==> src/hdl/pqpct_pkg.sv <==
`timescale 1ns / 1ps
// ----------------------------------------------------------------------------
// pqpct_pkg: shared types for the per-queue port counter table
// operation codes, controller states and the command/status bundles
// ----------------------------------------------------------------------------
package pqpct_pkg;

  // operation codes of an input item (code 3 behaves as a read)
  localparam logic [1:0] OP_PORT     = 2'd0;
  localparam logic [1:0] OP_PORTLESS = 2'd1;
  localparam logic [1:0] OP_READ     = 2'd2;

  typedef enum logic [2:0] {
    ST_CLEAR,
    ST_IDLE,
    ST_LOAD,
    ST_SCAN,
    ST_ISSUE,
    ST_FINISH
  } ctl_state_e;

  // controller to datapath
  typedef struct packed {
    logic clear;
    logic capture;
    logic load;
    logic scan;
    logic issue;
    logic finish;
  } dp_cmd_t;

  // datapath to controller
  typedef struct packed {
    logic clr_done;
    logic port_op;
    logic scan_hit;
    logic scan_end;
    logic out_free;
  } dp_sts_t;

endpackage

==> src/hdl/pqpct_ctrl.sv <==
`timescale 1ns / 1ps
// ----------------------------------------------------------------------------
// pqpct_ctrl: controller of the per-queue port counter table
// sequences clear sweep, capture, slot scan, counter read and update
// ----------------------------------------------------------------------------
module pqpct_ctrl (
  input  logic               clk_i,
  input  logic               rst_ni,
  input  logic               in_valid_i,
  output logic               in_ready_o,
  input  pqpct_pkg::dp_sts_t sts_i,
  output pqpct_pkg::dp_cmd_t cmd_o
);
  import pqpct_pkg::*;

  ctl_state_e state_q, state_d;

  always_ff @(posedge clk_i or negedge rst_ni) begin
    if (!rst_ni) begin
      state_q <= ST_CLEAR;
    end else begin
      state_q <= state_d;
    end
  end

  always_comb begin
    state_d    = state_q;
    cmd_o      = '0;
    in_ready_o = 1'b0;
    case (state_q)
      ST_CLEAR: begin
        cmd_o.clear = 1'b1;
        if (sts_i.clr_done) begin
          state_d = ST_IDLE;
        end
      end
      ST_IDLE: begin
        in_ready_o = 1'b1;
        if (in_valid_i) begin
          cmd_o.capture = 1'b1;
          state_d       = ST_LOAD;
        end
      end
      ST_LOAD: begin
        cmd_o.load = 1'b1;
        state_d    = sts_i.port_op ? ST_SCAN : ST_ISSUE;
      end
      ST_SCAN: begin
        cmd_o.scan = 1'b1;
        if (sts_i.scan_hit || sts_i.scan_end) begin
          state_d = ST_ISSUE;
        end
      end
      ST_ISSUE: begin
        cmd_o.issue = 1'b1;
        state_d     = ST_FINISH;
      end
      ST_FINISH: begin
        if (sts_i.out_free) begin
          cmd_o.finish = 1'b1;
          state_d      = ST_IDLE;
        end
      end
      default: begin
        state_d = ST_IDLE;
      end
    endcase
  end

endmodule

==> config.mk <==
export PLATFORM = sky130hd
export DESIGN_NAME = pqpct_ctrl
export DESIGN_NICKNAME = d
export VERILOG_FILES = /design/src/hdl/pqpct_pkg.sv /design/src/hdl/pqpct_ctrl.sv
export SDC_FILE = /design/constraint.sdc
export NUM_CORES = 1
export LEC_CHECK = 0
export BUFFER_PORTS_ARGS = -buffer_cell sky130_fd_sc_hd__buf_2
export CORE_AREA = 2 2 39 41
export DETAILED_ROUTE_END_ITERATION = 8
export DIE_AREA = 0 0 41 43
export GPL_ROUTABILITY_DRIVEN = 0
export HOLD_SLACK_MARGIN = 0.05
export PLACE_DENSITY_LB_ADDON = 0.3
export SLEW_MARGIN = 20
export SYNTH_ARGS = -nofsm -noshare
export SYNTH_HDL_FRONTEND = slang
export SYNTH_SLANG_ARGS = --single-unit
==> constraint.sdc <==
create_clock -name clk_i -period 1.66 [get_ports clk_i]
set_clock_uncertainty 0.2 [all_clocks]
set_input_delay 0.498 -clock clk_i [delete_from_list [all_inputs] [get_ports clk_i]]
set_output_delay 0.498 -clock clk_i [all_outputs]
set_load 0.01 [all_outputs]
==> results.toml <==
[min_path]
hp-class = "reg2reg"

[global_route]
grt_use_met3 = 0
grt.busiest_layer = "met1"
grt.overflow.total = 0
grt_pass1_vias = 241
grt_use_met2 = 0.109
antenna_found_initial = 0
grt_util_met1 = 0.110
grt_max_degree = 9
grt_pass1_wl_um = 952
grt.total_usage = 0.0784

[detailed_routing]
drtPass1Iterations = 2
drc = 0
vias = 289
routed_wl_um = 592
vias_per_cell = 4.25
wl_per_cell_um = 8.71
drt_iter0_markers = 2
ant_nets = 0

[sta]
rsz0062_at_grt = "yes"
layout_min_cycle_time_ps = 1810
final.setup.worst_slack_ps = -154
fmax_mhz = 551
slew_headroom = 0.858
hold_ws_ps = 320
finalCritPeriodShare = 1.09
maxSlewViolCount = 0
finalHoldViolations = 0
finalSetupTns_ps = -684
worst_slew_pin_slew_ps = 211
setup_viol = 7

[final_layout]
reg_top3 = "state_q (3)"
largest_reg_flops = 3
fillers = 156
largest-register = "state_q"
area_growth_syn_to_layout_pct = 72.6
multi_input_area_um2 = 164
fin_nets = 61
n_antenna_cell = 0
seqCellArea_um2 = 78.8
fin_area_um2 = 410
drive_above_1_share = 0.577

[yosys]
yosysSeqAreaShare = 0.316
yosysMostFrequentCell = "nor2_1"
yosys_warnings = 0
synthTopCellsByArea = "dfrtp_1 32%, nor2_1 7.9%, a21oi_1 6.3%, nand2b_4 5.8%, and3_1 5.3%"
synth-main-ff-cell = "dfrtp_1"
synth_fa_ha_area_frac = 0
synth_top_area_share = 0.316
syn_nets = 38
synth-seq-cells = 3
synth_cells = 30
synth.area.mux_share = 0
synthTopCellsByCount = "5 x nor2_1, 3 x a21oi_1, 3 x dfrtp_1"
synth-compound-area-share = 0.211
synthArstFlopShare = 1.00
netlist_area_um2 = 238
synth_area_per_cell_um2 = 7.92
yosysUniqueCellTypes = 19
synth_top_family_by_area = "simple AND/OR/NAND/NOR gates"
synth_xor_area_frac = 0
yosysTopAreaCell = "dfrtp_1"
yosys.area_share.simple = 0.405
synth-edff-count = 0

[clocking]
clock_latency_ps = 220
cts-htree-levels = 1
clkSinkCount = 3
clk_pin_slew_ps = 40
cts-root-buf = "clkbuf_4"
clockBufferDepth = 2
cts_tree = "built"
numCtsBuffers = 3

[critical_path]
setup.worst_path.class = "reg2out"
slowest_delay_ps = 440
crit_required_ps = 960
cp_max_fo = 8
arrival_ps = 1120
crit_path_end_kind = "primary output"
crit_path_start_kind = "flop"
crit_chain = "nor2b_1 -> and3_1 -> buf_2"
slowest_stage = "dfrtp_2"

[place]
place_ws_ps = 21.3
place_area_um2 = 330
port_buffers = 14
hpwl_um = 482

[floorplan]
rows = 14
initial_utilization = 0.172
core_area_um2 = 1380
dieArea_um2 = 1760
die_w_um = 41
io_pins = 15
die_height_um = 43

[power]
p_leak_nw = 0.205
peakVddDrop_mv = 0.342
power_density_nw_per_um2 = 1730

[status]
outcome = "complete, but fails checks"
failed_checks = "negative setup slack"

[job]
maxCapViolations = 0
==> worst max-delay path, delay by kind of cell, from the launching register on <==
family	cells	cell delay [ps]
DFF	1	440
and+or+nand+nor	2	320
buffers and inverters	1	130
==> logic make-up (layout without fill, tap and decap cells) <==
group / after synthesis / in the layout
simple gates: 16 / 16
compound gates: 8 / 8
flops: 3 / 3
buf+inv: 3 / 25
==> final cells by class <==
type,count,share of cell area
sequential,3,0.192
tap,16,0.0488
inverter,1,0.00915
multi-input combinational,24,0.399
timing repair buffer,20,0.287
clock buffer,4,0.0640
==> cells in the final DEF (no fill, tap or decap) <==
master / instances
nand2_1: 1
nor2b_1: 2
clkbuf_1: 1
o221ai_1: 1
nand2b_4: 2
dlygate4sd3_1: 1
o21ai_0: 2
nor3b_2: 1
nor2_1: 3
nor2_2: 2
nor3_1: 1
buf_4: 5
buf_2: 14
a211oi_1: 1
dfrtp_2: 3
or2b_1: 1
a311oi_1: 1
or3b_1: 1
a21oi_1: 3
and3_1: 2
clkbuf_4: 3
inv_1: 1
==> what timing repair did <==
action	4_1_cts	5_1_grt
hold endpoints to repair	3	0
pin swaps	0	1
hold buffers	1	0
buffers inserted	3	0
endpoints found under the setup margin	7	7
resized for setup	4	3
==> power by group <==
group / internal [mW] / total, mW / switching (mW)
logic: 0.228 / 0.402 / 0.175
registers: 0.115 / 0.186 / 0.0715
clock network: 0.0897 / 0.122 / 0.0324
==> metal layers <==
layer / wire length, µm / part of all wire / vias to the layer above
met4: 0 / 0 / 0
met5: 0 / 0 / -
met1: 246 / 0.42 / 130
met3: 24 / 0.041 / 0
li1: - / - / 152
met2: 321 / 0.54 / 7
==> final timing paths <==
| path | from | to | slack, ps | depth (start not counted) |
|---|---|---|---|---|
| max in group asynchronous | rst_ni | state_q[0] | 750 | 2 |
| max reg2reg | state_q[1] | state_q[0] | 160 | 6 |
| min in group asynchronous | rst_ni | state_q[1] | 390 | 2 |
| min | state_q[2] | state_q[1] | 320 | 1 |
| min reg2reg | state_q[2] | state_q[1] | 320 | 1 |
| max | state_q[2] | cmd_o[0] | -150 | 3 |
==> per-stage QoR <==
step	total power, mW	std cells	util
after CTS	0.699	68	0.288
final	0.710	68	0.297
after detailed placement	0.515	60	0.239
after global placement	0.516	60	0.239
after floorplan	0.393	30	-
after global routing	0.782	68	0.297
No activity file was read; power rests on OpenSTA's default activity.
